===== src/design/vtfd_pkg.sv =====
// ----------------------------------------------------------------------------
// Telemetry frame deframer package
// Payload types, frame constants and the closing status decision shared by
// the deframer modules.
// ----------------------------------------------------------------------------
`default_nettype none

package vtfd_pkg;

  // Frame layout constants.
  localparam logic [7:0]  HASH_MARK      = 8'h23;
  localparam logic [16:0] BODY_START     = 17'd24;
  localparam logic [17:0] FRAME_OVERHEAD = 18'd25;
  localparam logic [16:0] POS_MAX        = 17'h1FFFF;

  // Position codes of the header fields.
  localparam logic [16:0] POS_START_HI = 17'd1;
  localparam logic [16:0] POS_MSG_ID   = 17'd2;
  localparam logic [16:0] POS_RESP     = 17'd3;
  localparam logic [16:0] POS_LEN_HI   = 17'd22;
  localparam logic [16:0] POS_LEN_LO   = 17'd23;

  // Output queue geometry.
  localparam int unsigned OQ_DEPTH = 4;
  localparam int unsigned OQ_AW    = $clog2(OQ_DEPTH);
  localparam int unsigned OQ_CW    = $clog2(OQ_DEPTH + 1);

  // Closing status codes.
  typedef enum logic [1:0] {
    ST_OK        = 2'd0,
    ST_START_ERR = 2'd1,
    ST_CHECK_ERR = 2'd2,
    ST_LEN_ERR   = 2'd3
  } vtfd_status_e;

  // One received byte.
  typedef struct packed {
    logic [7:0] rx_byte;
    logic       buffer_end;
  } vtfd_in_t;

  // One result item: a body byte or the closing status.
  typedef struct packed {
    logic        frame_done;
    logic [7:0]  body_byte;
    logic [7:0]  message_id;
    logic [7:0]  response_flag;
    logic [15:0] declared_length;
    logic [1:0]  frame_status;
  } vtfd_out_t;

  // Result pushes produced by one processed byte.
  typedef struct packed {
    logic body;
    logic status;
  } vtfd_push_t;

  // Status decision for a frame of length len_i, in order of precedence.
  function automatic vtfd_status_e frame_status_f(
    input logic [17:0] len_i,
    input logic        start_ok_i,
    input logic [7:0]  check_i,
    input logic [7:0]  xor_i,
    input logic [15:0] held_len_i
  );
    vtfd_status_e st;
    if (len_i < 18'd2 || !start_ok_i) begin
      st = ST_START_ERR;
    end else if (len_i < 18'd3) begin
      st = ST_LEN_ERR;
    end else if (check_i != xor_i) begin
      st = ST_CHECK_ERR;
    end else if (len_i < FRAME_OVERHEAD ||
                 (len_i - FRAME_OVERHEAD) != {2'b00, held_len_i}) begin
      st = ST_LEN_ERR;
    end else begin
      st = ST_OK;
    end
    return st;
  endfunction

endpackage

`default_nettype wire


===== src/design/vtfd_core.sv =====
// ----------------------------------------------------------------------------
// Telemetry frame deframer core
// Input register and per-byte frame tracking: header capture, XOR check,
// early end detection and generation of body and status results.
// ----------------------------------------------------------------------------
`default_nettype none

module vtfd_core
  import vtfd_pkg::*;
(
  input  wire logic       clk_i,
  input  wire logic       rst_ni,
  input  wire logic       in_valid_i,
  output logic            in_stall_o,
  input  wire vtfd_in_t   in_data_i,
  input  wire logic       space_ok_i,
  output vtfd_push_t      push_o,
  output vtfd_out_t       body_item_o,
  output vtfd_out_t       status_item_o
);

  // Input register.
  logic     in_valid_q;
  vtfd_in_t in_data_q;
  logic     proc;

  // Frame tracking state.
  logic [16:0] pos_q, pos_d;
  logic [7:0]  xor_q, xor_d;
  logic [7:0]  d0_q, d0_d;
  logic [7:0]  d1_q, d1_d;
  logic [7:0]  id_q, id_d;
  logic [7:0]  flag_q, flag_d;
  logic [15:0] len_q, len_d;
  logic        start_q, start_d;
  logic        closed_q, closed_d;

  // Header values including this byte's capture.
  logic [7:0]  id_n, flag_n;
  logic [15:0] len_n;
  logic        start_n;
  logic        early;
  logic [7:0]  xor_fin;
  logic [7:0]  b;
  logic        last;

  assign b    = in_data_q.rx_byte;
  assign last = in_data_q.buffer_end;

  // The held byte is processed once the queue has room for both results.
  assign proc       = in_valid_q && space_ok_i;
  assign in_stall_o = in_valid_q && !space_ok_i;

  always_ff @(posedge clk_i or negedge rst_ni) begin
    if (!rst_ni) begin
      in_valid_q <= 1'b0;
    end else if (!in_stall_o) begin
      in_valid_q <= in_valid_i;
    end
  end

  always_ff @(posedge clk_i) begin
    if (!in_stall_o && in_valid_i) begin
      in_data_q <= in_data_i;
    end
  end

  // A start pair at position two or later closes the frame.
  assign early = (pos_q >= 17'd3) && (d0_q == HASH_MARK) && (b == HASH_MARK);

  // Header capture by position.
  always_comb begin
    id_n    = id_q;
    flag_n  = flag_q;
    len_n   = len_q;
    start_n = start_q;
    case (pos_q)
      POS_START_HI: start_n = (d0_q == HASH_MARK) && (b == HASH_MARK);
      POS_MSG_ID:   id_n    = b;
      POS_RESP:     flag_n  = b;
      POS_LEN_HI:   len_n   = {b, len_q[7:0]};
      POS_LEN_LO:   len_n   = {len_q[15:8], b};
      default:      ;
    endcase
  end

  // Check value over bytes two up to the one before the check byte.
  always_comb begin
    xor_fin = xor_q;
    if (pos_q >= 17'd4) xor_fin = xor_fin ^ d1_q;
    if (pos_q >= 17'd3) xor_fin = xor_fin ^ d0_q;
  end

  // Next state and result generation.
  always_comb begin
    pos_d    = pos_q;
    xor_d    = xor_q;
    d0_d     = d0_q;
    d1_d     = d1_q;
    id_d     = id_q;
    flag_d   = flag_q;
    len_d    = len_q;
    start_d  = start_q;
    closed_d = closed_q;
    push_o   = '0;

    body_item_o           = '0;
    body_item_o.body_byte = b;

    status_item_o                 = '0;
    status_item_o.frame_done      = 1'b1;
    status_item_o.message_id      = id_n;
    status_item_o.response_flag   = flag_n;
    status_item_o.declared_length = len_n;
    status_item_o.frame_status    = frame_status_f({1'b0, pos_q} + 18'd1, start_n, b,
                                                   xor_fin, len_n);

    if (proc) begin
      if (closed_q) begin
        // Remainder of a buffer after an early end is dropped.
        if (last) closed_d = 1'b0;
      end else if (early) begin
        push_o.status                 = 1'b1;
        status_item_o.message_id      = id_q;
        status_item_o.response_flag   = flag_q;
        status_item_o.declared_length = len_q;
        status_item_o.frame_status    = frame_status_f({1'b0, pos_q} - 18'd1, start_q,
                                                       d1_q, xor_q, len_q);
        if (!last) closed_d = 1'b1;
      end else begin
        id_d    = id_n;
        flag_d  = flag_n;
        len_d   = len_n;
        start_d = start_n;
        push_o.body = (pos_q >= BODY_START) && ((pos_q - BODY_START) < {1'b0, len_n});
        if (last) begin
          push_o.status = 1'b1;
        end else begin
          if (pos_q >= 17'd4) xor_d = xor_q ^ d1_q;
          d1_d = d0_q;
          d0_d = b;
          if (pos_q != POS_MAX) pos_d = pos_q + 17'd1;
        end
      end
      // The final byte of a buffer always returns the state to reset.
      if (last) begin
        pos_d    = '0;
        xor_d    = '0;
        d0_d     = '0;
        d1_d     = '0;
        id_d     = '0;
        flag_d   = '0;
        len_d    = '0;
        start_d  = 1'b0;
        closed_d = 1'b0;
      end
    end
  end

  always_ff @(posedge clk_i or negedge rst_ni) begin
    if (!rst_ni) begin
      pos_q    <= '0;
      xor_q    <= '0;
      d0_q     <= '0;
      d1_q     <= '0;
      id_q     <= '0;
      flag_q   <= '0;
      len_q    <= '0;
      start_q  <= 1'b0;
      closed_q <= 1'b0;
    end else begin
      pos_q    <= pos_d;
      xor_q    <= xor_d;
      d0_q     <= d0_d;
      d1_q     <= d1_d;
      id_q     <= id_d;
      flag_q   <= flag_d;
      len_q    <= len_d;
      start_q  <= start_d;
      closed_q <= closed_d;
    end
  end

endmodule

`default_nettype wire


===== src/design/vtfd_outq.sv =====
// ----------------------------------------------------------------------------
// Telemetry frame deframer output queue
// Small result queue that takes up to two results a cycle and presents one
// registered result a cycle to the output channel when it does not stall.
// ----------------------------------------------------------------------------
`default_nettype none

module vtfd_outq
  import vtfd_pkg::*;
(
  input  wire logic        clk_i,
  input  wire logic        rst_ni,
  input  wire vtfd_push_t  push_i,
  input  wire vtfd_out_t   body_item_i,
  input  wire vtfd_out_t   status_item_i,
  output logic             space_ok_o,
  output logic [OQ_CW-1:0] level_o,
  output logic             out_valid_o,
  input  wire logic        out_stall_i,
  output vtfd_out_t        out_data_o
);

  vtfd_out_t          mem_q [OQ_DEPTH];
  logic [OQ_AW-1:0]   wr_q, wr_d, rd_q, rd_d;
  logic [OQ_CW-1:0]   cnt_q, cnt_d;
  logic [OQ_CW-1:0]   n_push;
  logic               pop;
  vtfd_out_t          first_item;
  logic [OQ_AW-1:0]   wr_next;

  assign n_push     = OQ_CW'(push_i.body) + OQ_CW'(push_i.status);
  assign pop        = out_valid_o && !out_stall_i;
  assign space_ok_o = cnt_q <= OQ_CW'(OQ_DEPTH - 2);
  assign level_o    = cnt_q;

  assign out_valid_o = cnt_q != '0;
  assign out_data_o  = mem_q[rd_q];

  // The body byte precedes the status of the same input byte.
  assign first_item = push_i.body ? body_item_i : status_item_i;
  assign wr_next    = wr_q + OQ_AW'(1);

  always_comb begin
    wr_d  = wr_q + n_push[OQ_AW-1:0];
    rd_d  = pop ? rd_q + OQ_AW'(1) : rd_q;
    cnt_d = cnt_q + n_push - OQ_CW'(pop);
  end

  // Storage writes.
  always_ff @(posedge clk_i) begin
    if (n_push != '0) mem_q[wr_q] <= first_item;
    if (push_i.body && push_i.status) mem_q[wr_next] <= status_item_i;
  end

  // Pointers and fill level.
  always_ff @(posedge clk_i or negedge rst_ni) begin
    if (!rst_ni) begin
      wr_q  <= '0;
      rd_q  <= '0;
      cnt_q <= '0;
    end else begin
      wr_q  <= wr_d;
      rd_q  <= rd_d;
      cnt_q <= cnt_d;
    end
  end

endmodule

`default_nettype wire


===== src/design/vehicle_telemetry_frame_deframer.sv =====
// Results are registered in the output queue before they are offered.
// Throughput: one byte per cycle unless stalled; the input stalls only while
// the output queue holds more than two results. The final byte of a buffer
// yields up to two results; the 4-entry queue drains one per unstalled cycle.
// Reset (asynchronous, active low) clears frame state, queue and handshakes.
// ----------------------------------------------------------------------------
// Vehicle telemetry frame deframer
// Splits received buffers into frames, passes body bytes through and closes
// each frame with a status covering start, XOR check and declared length.
// ----------------------------------------------------------------------------
`default_nettype none

module vehicle_telemetry_frame_deframer
  import vtfd_pkg::*;
(
  input  wire logic      clk_i,
  input  wire logic      rst_ni,
  input  wire logic      in_valid_i,
  output logic           in_stall_o,
  input  wire vtfd_in_t  in_data_i,
  output logic           out_valid_o,
  input  wire logic      out_stall_i,
  output vtfd_out_t      out_data_o
);

  vtfd_push_t       push;
  vtfd_out_t        body_item;
  vtfd_out_t        status_item;
  logic             space_ok;
  logic [OQ_CW-1:0] level;

  // Per-byte frame tracking.
  vtfd_core u_core (
    .clk_i         (clk_i),
    .rst_ni        (rst_ni),
    .in_valid_i    (in_valid_i),
    .in_stall_o    (in_stall_o),
    .in_data_i     (in_data_i),
    .space_ok_i    (space_ok),
    .push_o        (push),
    .body_item_o   (body_item),
    .status_item_o (status_item)
  );

  // Result queue towards the output channel.
  vtfd_outq u_outq (
    .clk_i         (clk_i),
    .rst_ni        (rst_ni),
    .push_i        (push),
    .body_item_i   (body_item),
    .status_item_i (status_item),
    .space_ok_o    (space_ok),
    .level_o       (level),
    .out_valid_o   (out_valid_o),
    .out_stall_i   (out_stall_i),
    .out_data_o    (out_data_o)
  );

  // The queue never holds more than its depth.
  assert property (@(posedge clk_i) disable iff (!rst_ni)
    level <= OQ_CW'(OQ_DEPTH))
    else $error("output queue overfilled");

  // Results are pushed only when room for two remains.
  assert property (@(posedge clk_i) disable iff (!rst_ni)
    (push.body || push.status) |-> level <= OQ_CW'(OQ_DEPTH - 2))
    else $error("result pushed without room");

  // Body items always carry an ok status field.
  assert property (@(posedge clk_i) disable iff (!rst_ni)
    (out_valid_o && !out_data_o.frame_done) |-> out_data_o.frame_status == ST_OK)
    else $error("body item with nonzero status");

endmodule

`default_nettype wire

===== config.mk =====
export PLATFORM = sky130hd
export DESIGN_NAME = vehicle_telemetry_frame_deframer
export DESIGN_NICKNAME = d
export VERILOG_FILES = /design/src/design/vtfd_pkg.sv /design/src/design/vtfd_core.sv /design/src/design/vtfd_outq.sv /design/src/design/vehicle_telemetry_frame_deframer.sv
export SDC_FILE = /design/constraint.sdc
export NUM_CORES = 1
export LEC_CHECK = 0
export ABC_AREA = 1
export BUFFER_PORTS_ARGS = -buffer_cell sky130_fd_sc_hd__clkbuf_2
export CORE_ASPECT_RATIO = 1.5
export CORE_UTILIZATION = 60
export DETAILED_ROUTE_END_ITERATION = 16
export PLACE_DENSITY = 0.78
export SLEW_MARGIN = 30
export SYNTH_ARGS = -nofsm -noshare
export SYNTH_HDL_FRONTEND = slang
export SYNTH_SLANG_ARGS = --single-unit

===== constraint.sdc =====
create_clock -name clk_i -period 15.1 [get_ports clk_i]
set_input_delay 3.775 -clock clk_i [delete_from_list [all_inputs] [get_ports clk_i]]
set_output_delay 3.775 -clock clk_i [all_outputs]
set_load 0.05 [all_outputs]

==> summary by stage, run 1 <==
Run status
The flow ran to the end, and the final reports show no timing, DRC or antenna violations.

Timing
The worst slew margin relative to its limit is 34.82%. Derived from the worst setup path, the maximum achievable clock frequency is roughly 150 MHz. The period utilization is 43.53%. At the pin with the least slew margin, the transition time is 0.9687 ns. For the final database, setup skew stands at approximately 0.036 ns.

The final hold violation count is 0. Setup repair after global routing left no endpoint under its margin. Setup violations remaining at the end of the flow were counted as 0. Subtracting the final worst setup slack from the clock period gives between 6 and 7 ns.

After routing, the total negative slack on setup checks comes to 0 ns. The final number of max-transition violations is 0.

Synth
The share of async-settable or async-resettable flops after synthesis is about a third. The number of nets produced by synthesis is around 2100. The synthesized design contains 145 enable-type register cells. The count of distinct cell types in the synthesized netlist is 46. The most used flip-flop cell after synthesis is sky130_fd_sc_hd__edfxtp_1. The sequential element share of the synthesized area is between 40% and 50%.

Summing every instance area after synthesis gives between 15000 and 20000 um2. During synthesis, Yosys emitted a total of 0 warnings. Dividing the synthesized area by the synthesized cell count gives approximately 7.7 um2. Counting flops and latches in the post-synthesis netlist gives 264. Synthesis handed over a netlist of roughly 2100 instances.

Route
The count of nets left with antenna violations once routing finished came out at 0. The detail-routed net length per standard cell is between 20 and 25 um. The iteration count of the initial detailed-routing pass is 6. The total wire length is about 50000 um. The first routing iteration left roughly 1400 violations. The post-route DRC violation count is 0. The total via count after detailed routing is roughly 15000. In the routed layout, each cell is associated on average with a via count of around 6.

Global routing
The maximum number of pins on one net before global-route repair is 95. The first global-routing pass estimated 77760 um of wire. The combined global-route utilization of all metal layers is a little under two fifths. The number of antenna violations at the first check in global routing is 0. The number of global-route vias before repair is roughly 14000.

After global routing the overflow that remains totals 0.

Finish
The area growth from synthesis to layout is 8.324%. Leaving out fill and tap cells, the most frequent cell in the layout is sky130_fd_sc_hd__nand2_1. After filler insertion, the fill cell instance count of the layout stands at around 2200.

The ratio of cells with drive above 1 in the final layout is approximately 11%. The top cell types in the final layout, fill and taps aside, are sky130_fd_sc_hd__nand2_1 (513), sky130_fd_sc_hd__nor2_1 (302), sky130_fd_sc_hd__inv_1 (187), sky130_fd_sc_hd__nand3_1 (184), sky130_fd_sc_hd__o21ai_0 (152). At the end of the flow, the number of nets in the layout was approximately 2100. The repair_antennas step left the layout with diodes totalling 0. The final standard cell utilization of the core is between 60% and 70%. Once layout is done, the placed cells without fillers occupy ~17000 um2.

Die
The die outline width is 135.8 um. The core box area is 26490 um2. The number of top-level pins is 58. The die covers approximately 28000 um2. Measured along the y axis, the die boundary spans ~200 um.

The initial core utilization is about three fifths. Row generation in the floorplan step produced 73 rows.

Power
The worst vdd rail ir drop is between 0.00015 and 0.0002 V. Power spread over the standard cell area amounts to 203.0 nW/um2. For this design the static power due to leakage is 7.898 nW.

Clock tree
Counting every sink on the clock net gives between 200 and 300. After clock tree synthesis, the repair step resized 0 gates. The cell sitting at the root of the clock tree is a sky130_fd_sc_hd__clkbuf_16.

The count of buffers added by post-CTS timing repair for setup is 0. TritonCTS built the clock tree. No sink is reached through more buffers than the 3 on the longest clock path.

The level count of the clock H-tree is 1. After clock tree synthesis, the flow added hold-fix buffers numbering 0. The later pin in the worst-skew pair is clocked with a latency of roughly 0.56 ns. The clock slew at the register clock pins of the worst setup and hold paths is ~0.070 ns.

Counting the buffers created by CTS gives 26.

Worst hold path
The type of the most critical hold path is flop to flop. The startpoint of the tightest hold check path is u_outq.mem_q[3][42]$_SDFFE_PP1P_.

Setup path
The data required time at the worst endpoint is around 11 ns. The critical path endpoint category is an output port. The reg-to-reg setup timing slack is about 9.4 ns.

The beginning of the worst register-to-register path is u_core.pos_q[0]$_DFFE_PN0P_. The worst setup path startpoint is u_outq.rd_q[1]$_DFFE_PN0P_. The endpoint identified for the worst register-to-register timing path is u_outq.mem_q[0][18]$_DFFE_PP_. Data arrives at the worst endpoint at 2.80 ns. STA classifies the critical path startpoint as a flop. By startpoint and endpoint, the worst setup path is classified as flop to output port. Of all nets on the critical path, the largest fanout is between 40 and 50. The critical path ends at out_data_o[19]. Counting cells, the worst reg-to-reg path comes to 28.

Place
The count of input and output buffers is 57. The post-placement cell area is roughly 17000 um2. The global placer's final weighted congestion is between 1 and 1.5. The total half-perimeter wirelength after legalization and detailed placement is around 37000 um.

Run
The number of maximum-capacitance constraint violations is 0.
[per-stage QoR]
stage                     hold WS, ns  instances  setup WS, ns  power, mW
after global placement         0.4328       2405         9.202      2.782
after global routing           0.4838       2456         8.474      3.752
final                          0.4588       2456         8.526      3.543
after detailed placement       0.4371       2409         9.186      2.832
after CTS                      0.4593       2456         8.537      3.529
after floorplan                0.4207       2082         9.317      2.384
[cells in the mapped netlist (2+ instances only)]
cell type / number / area share (%)
sky130_fd_sc_hd__nand3_1: 184 / 5.7
sky130_fd_sc_hd__clkinv_1: 8 / 0.19
sky130_fd_sc_hd__clkinv_2: 2 / 0.062
sky130_fd_sc_hd__clkbuf_1: 44 / 1.0
sky130_fd_sc_hd__nor2_4: 13 / 0.91
sky130_fd_sc_hd__o31ai_1: 10 / 0.47
sky130_fd_sc_hd__buf_6: 22 / 1.5
sky130_fd_sc_hd__buf_4: 3 / 0.14
sky130_fd_sc_hd__nand3_4: 2 / 0.22
sky130_fd_sc_hd__mux2i_1: 16 / 0.99
sky130_fd_sc_hd__nand4_1: 32 / 1.2
sky130_fd_sc_hd__o21ai_4: 4 / 0.40
sky130_fd_sc_hd__nand4_4: 3 / 0.40
sky130_fd_sc_hd__o21ai_0: 152 / 4.7
sky130_fd_sc_hd__nor2_8: 3 / 0.37
sky130_fd_sc_hd__o22ai_1: 67 / 2.6
sky130_fd_sc_hd__xnor2_1: 10 / 0.54
sky130_fd_sc_hd__nand3_2: 9 / 0.56
sky130_fd_sc_hd__nand3b_1: 2 / 0.093
sky130_fd_sc_hd__edfxtp_1: 145 / 27
sky130_fd_sc_hd__nand2_4: 6 / 0.42
sky130_fd_sc_hd__ha_1: 33 / 2.6
sky130_fd_sc_hd__or2_2: 3 / 0.12
sky130_fd_sc_hd__nor3_1: 10 / 0.31
sky130_fd_sc_hd__nor2_2: 20 / 0.78
sky130_fd_sc_hd__xor2_1: 22 / 1.2
sky130_fd_sc_hd__inv_2: 16 / 0.37
sky130_fd_sc_hd__nand2_2: 24 / 0.93
sky130_fd_sc_hd__a21oi_2: 2 / 0.11
sky130_fd_sc_hd__buf_2: 15 / 0.47
sky130_fd_sc_hd__nor4_1: 5 / 0.19
sky130_fd_sc_hd__a21oi_1: 45 / 1.4
sky130_fd_sc_hd__dfrtp_1: 83 / 13
sky130_fd_sc_hd__o21ai_1: 18 / 0.56
sky130_fd_sc_hd__nand2_1: 513 / 12
sky130_fd_sc_hd__inv_1: 190 / 4.4
sky130_fd_sc_hd__dfxtp_1: 36 / 4.5
sky130_fd_sc_hd__nor2_1: 302 / 7.0
[sequential cells by signal, summed over array words and instances, names as in the netlist]
name / cells
u_core.b: 8
u_core.closed_q: 1
u_core.d0_q: 8
u_core.d1_q: 8
u_core.flag_q: 8
u_core.id_q: 8
u_core.in_valid_q: 1
u_core.last: 1
u_core.len_q: 16
u_core.pos_q: 17
u_core.start_q: 1
u_core.xor_q: 8
u_outq.level_o: 3
u_outq.mem_q: 172
u_outq.rd_q: 2
u_outq.wr_q: 2
[cell families (layout without fill, tap and decap cells)]
kind of cell | count (synthesis) | count (layout) | synth area share, %
and+or+nand+nor | 1135 | 1135 | 31.56
buffers and inverters | 301 | 338 | 8.239
AOI/OAI and AO/OA | 300 | 300 | 10.40
xor gates and xnor gates | 32 | 32 | 1.739
muxes | 16 | 16 | 0.9939
DFF | 264 | 264 | 44.39
adders and majority gates | 34 | 34 | 2.687
[cell type report]
type / instances / area, um2 / share of cell area (%)
sequential: 264 / 7153 / 40.98
inverter: 216 / 813.3 / 4.660
clock inverter: 16 / 205.2 / 1.176
multi-input combinational: 1517 / 7667 / 43.93
timing repair buffer: 75 / 503.0 / 2.882
tap: 337 / 421.7 / 2.416
clock buffer: 31 / 690.7 / 3.957
[worst min path at each step]
stage,slack (ns),endpoint,cells past startpoint
final,0.46,u_outq.mem_q[3][42]$_SDFFE_PP1P_,2
after global routing,0.48,u_outq.mem_q[3][42]$_SDFFE_PP1P_,2
after detailed placement,0.44,u_outq.mem_q[1][42]$_SDFFE_PP1N_,2
after global placement,0.43,u_outq.mem_q[2][42]$_SDFFE_PP1N_,2
after floorplan,0.42,u_outq.mem_q[1][42]$_SDFFE_PP1N_,2
after CTS,0.46,u_outq.mem_q[3][42]$_SDFFE_PP1P_,2
[layer usage]
metal / vias to the layer above / track usage (%) / wire length (um)
met5: - / 0 / 0
met4: 0 / 26.24 / 3876
met3: 184 / 4.270 / 3206
met2: 683 / 64.19 / 24980
met1: 6891 / 43.01 / 18510
li1: 6918 / - / -
[critical path, cell delays in order, from the launching register on]
cell and delay, ns:
sky130_fd_sc_hd__dfrtp_1 0.36, sky130_fd_sc_hd__buf_4 0.25, sky130_fd_sc_hd__inv_1 0.33, sky130_fd_sc_hd__buf_4 0.46
sky130_fd_sc_hd__o21ai_0 0.26, sky130_fd_sc_hd__o22ai_1 0.22, sky130_fd_sc_hd__clkbuf_2 0.32
[where the power goes]
part	switching, mW	internal (mW)
Combinational	1.39	0.480
Clock	0.294	0.399
Sequential	0.0904	0.893
Total	1.77	1.77
Note: power is estimated with default switching activity, not from simulation.
==> run 2: changes to the inputs <==
- clock period: 15.1 -> 6.6 ns (I/O delays scaled with it)
==> run 2 against run 1 <==
Hold slack got worse by 0.0058 ns. Sequential cell count stayed put. Combinational power is 130% higher. Sequential share of layout area rose by 0.37 points. Count of clock-buffer cells in the layout is 4 higher. Utilization is 0.60 points lower. Via count fell by 0.95%. Critical path type is now flop to flop. Largest cell class unchanged. Largest power group unchanged.
==> summary by stage, run 2 (synthesis gave the netlist of run 1 again) <==
Run status
The run finished with clean final reports.

Run
The number of maximum-capacitance constraint violations was 0 (unchanged).

Clock tree
The number of buffers inserted during clock tree synthesis is 25 (-3.8%). The total of cells resized after clock tree synthesis came to 0 (unchanged). The quantity of hold-fixing buffers added after cts is 0 (unchanged). Clock tree synthesis selected as its root buffer the cell sky130_fd_sc_hd__clkbuf_16.

The number of clock sinks was 264 (unchanged). The count of buffers added by post-CTS timing repair for setup was 0 (unchanged). The worst-skew pair later-pin latency is 0.55 ns (about the same).

TritonCTS built the clock tree. The clock slew at the register clock pins of the worst setup and hold paths is 0.07 ns (about the same). The level count of the clock H-tree was 1 (unchanged). The number of buffers on the longest clock path is 3 (unchanged).

Timing
The highest attainable clock frequency is ~170 MHz. Setup repair after global routing left no endpoint under its margin. The final hold violation count is 0 (unchanged). Dividing the final minimum period by the clock period gives 90.39%. The worst setup skew after layout is 0.02818 ns (-0.007941 ns). The worst path needs between 5 and 6 ns of the cycle, external delays included. The worst slew margin relative to its limit is 39.61% (+4.8 points). The final setup violation count was 0 (unchanged). The final total negative setup slack is 0 ns (unchanged). The final number of max-transition violations is 0 (unchanged). The slew of the pin with the lowest slew margin came to 0.9059 ns (-0.06288 ns).

Finish
The final standard cell count with taps included and fillers excluded is 2455 (-0.041%). The net count of the finished layout was 2146 (-0.047%). The filler cell count is 2327 (+4.0%). The flip-flop count of the largest register after layout is 172 (unchanged).

The largest register by flop count is u_outq.mem_q. The area growth from synthesis to layout is 7.346%. Leaving out fill and tap cells, the most frequent cells in the layout are sky130_fd_sc_hd__nand2_1 (513), sky130_fd_sc_hd__nor2_1 (302), sky130_fd_sc_hd__inv_1 (185), sky130_fd_sc_hd__nand3_1 (184), sky130_fd_sc_hd__o21ai_0 (152). The area of all sequential standard cells is 7153 um2 (unchanged).

The final standard cell utilization of the core came to 65.30% (-0.60 points). The largest registers in the layout are u_outq.mem_q: 172 flops, u_core.pos_q: 17 flops, u_core.len_q: 16 flops. The area occupied by multi-input gates is 7667 um2 (unchanged). The ratio of cells with drive above 1 in the final layout is 10.91% (-0.14 points). Leaving out fill and tap cells, the most frequent cell in the layout is sky130_fd_sc_hd__nand2_1.

The antenna diode instance count was 0 (unchanged).

Setup path
STA classifies the critical path startpoint as a flop. The data required time at the worst endpoint was 6.86 ns (-4.46 ns). The maximum fanout encountered on the critical timing path was 23 (-47%). STA classifies the critical path endpoint as a flop. The critical path is of the flop to flop type. The data arrival time of the worst path is 6.23 ns (+3.43 ns).

Route
The detail-routed net length per standard cell came to 20.24 um (-1.7%). The post-detailed-route via-to-cell ratio was 5.921 (-0.91%). The post-route DRC violation count is 0 (unchanged). The total via count after detailed routing is 14537 (-0.95%). The total wire length is 49690 um (-1.7%).

The remaining number of nets flagged by the antenna check after routing is 0 (unchanged). The number of DRC markers after the initial detailed-route iteration came to 1339 (-3.7%). The iteration count of the initial detailed-routing pass is 5 (-1).

Global routing
The first-pass GRT wire length came to 76560 um (-1.6%). The number of global-route vias before repair came to 13964 (-1.8%). The remaining global-route overflow is 0 (unchanged). The number of antenna violations at the first check in global routing is 0 (unchanged).

The maximum number of pins on one net before global-route repair is 81 (-15%). The combined global-route utilization of all metal layers is 36.85% (-0.57 points).

Place
The count of input and output buffers was 57 (unchanged). The global placer's final weighted congestion is 1.011 (-1.4%). The total half-perimeter wirelength after legalization and detailed placement is 36540 um (about the same). The number of placed cells counting well taps came to 2409 (unchanged).

Die
The overall die area is 27530 um2 (unchanged). The vertical die dimension was 202.7 um (unchanged). The number of cell rows is 73 (unchanged).

The core box area came to 26490 um2 (unchanged). The initial core utilization was 60.83% (unchanged). The number of top-level pins is 58 (unchanged).

The die outline width was 135.8 um (unchanged).

Power
The leakage power came to 7.812 nW (-1.1%). The worst vdd rail ir drop is 0.0004152 V (+110%). The cell area power density is 458.6 nW/um2 (+130%).

Worst hold path
The min-delay analysis places its worst path in the category flop to flop.
[run 2: cell count changes in the layout (fill, tap and decap cells not counted), sizes merged]
cell	previous run	this run
inv	210	207
clkinvlp	1	2
clkbuf	87	91
clkinv	17	18
bufinv	4	0
[run 2: final cells by class]
cell class	count	area share [%]
inverters	216	4.702
well taps	337	2.438
multi-input cells	1517	44.33
clock buffers	35	3.957
flip-flops and latches	264	41.36
clock inverters	11	0.4268
repair buffers	75	2.792
[run 2: path summary, 6_finish.rpt]
check	endpoint	slack [ns]	cells past startpoint	from
min in group asynchronous	u_core.xor_q[2]$_DFFE_PN0P_	1.08	1	rst_ni
max in group asynchronous	u_core.flag_q[4]$_DFFE_PN0P_	4.43	2	rst_ni
max	u_outq.mem_q[2][19]$_DFFE_PP_	0.63	26	u_core.pos_q[0]$_DFFE_PN0P_
min	u_outq.mem_q[1][42]$_SDFFE_PP1N_	0.45	2	u_outq.mem_q[1][42]$_SDFFE_PP1N_
max reg2reg	u_outq.mem_q[2][19]$_DFFE_PP_	0.63	26	u_core.pos_q[0]$_DFFE_PN0P_
min reg2reg	u_outq.mem_q[1][42]$_SDFFE_PP1N_	0.45	2	u_outq.mem_q[1][42]$_SDFFE_PP1N_
[run 2: metrics by stage]
stage | setup slack (ns) | area [um2] | hold WS (ns) | total power, mW
3_5_place_dp | 0.7816 | 16540 | 0.4368 | 6.531
2_1_floorplan | 0.9640 | 16110 | 0.4207 | 5.455
5_1_grt | 0.3047 | 17300 | 0.4681 | 8.418
3_3_place_gp | 0.9409 | 16460 | 0.4356 | 6.408
4_1_cts | 0.7162 | 17300 | 0.4516 | 7.902
6_report | 0.6341 | 17300 | 0.4530 | 7.932
[run 2: where the power goes]
group | total (mW) | internal [mW] | switching [mW]
logic | 4.31 | 1.09 | 3.22
registers | 2.26 | 2.04 | 0.216
clock network | 1.36 | 0.732 | 0.632
[run 2: routing by layer]
layer,share of wire [%],global-route usage (%),wire (um),vias up
met5,0,0,0,-
met4,6.4,22.35,3177,0
met3,6.2,4.694,3062,141
met2,50,63.81,25040,617
met1,37,42.93,18400,6862
li1,-,-,-,6917
[run 2: critical path: stages (launching register included)]
cell	delay, ns
sky130_fd_sc_hd__dfrtp_1	0.63
sky130_fd_sc_hd__ha_1	0.42
sky130_fd_sc_hd__nand2_1	0.13
sky130_fd_sc_hd__nor2_2	0.22
sky130_fd_sc_hd__nand3_2	0.17
sky130_fd_sc_hd__inv_2	0.14
sky130_fd_sc_hd__nand2_1	0.08
sky130_fd_sc_hd__nand2_1	0.13
sky130_fd_sc_hd__inv_1	0.07
sky130_fd_sc_hd__ha_1	0.29
sky130_fd_sc_hd__inv_1	0.06
sky130_fd_sc_hd__nor4_1	0.30
sky130_fd_sc_hd__nand3_1	0.12
sky130_fd_sc_hd__nand4_1	0.17
sky130_fd_sc_hd__nand2_1	0.07
sky130_fd_sc_hd__inv_1	0.05
sky130_fd_sc_hd__nor2_1	0.04
sky130_fd_sc_hd__o21ai_0	0.50
sky130_fd_sc_hd__nand2_1	0.19
sky130_fd_sc_hd__nand2_4	0.20
sky130_fd_sc_hd__inv_2	0.11
sky130_fd_sc_hd__ha_1	0.22
sky130_fd_sc_hd__nand2_1	0.23
sky130_fd_sc_hd__nor2_1	0.12
sky130_fd_sc_hd__o21ai_4	0.63
sky130_fd_sc_hd__buf_4	0.32
sky130_fd_sc_hd__nor2_1	0.06
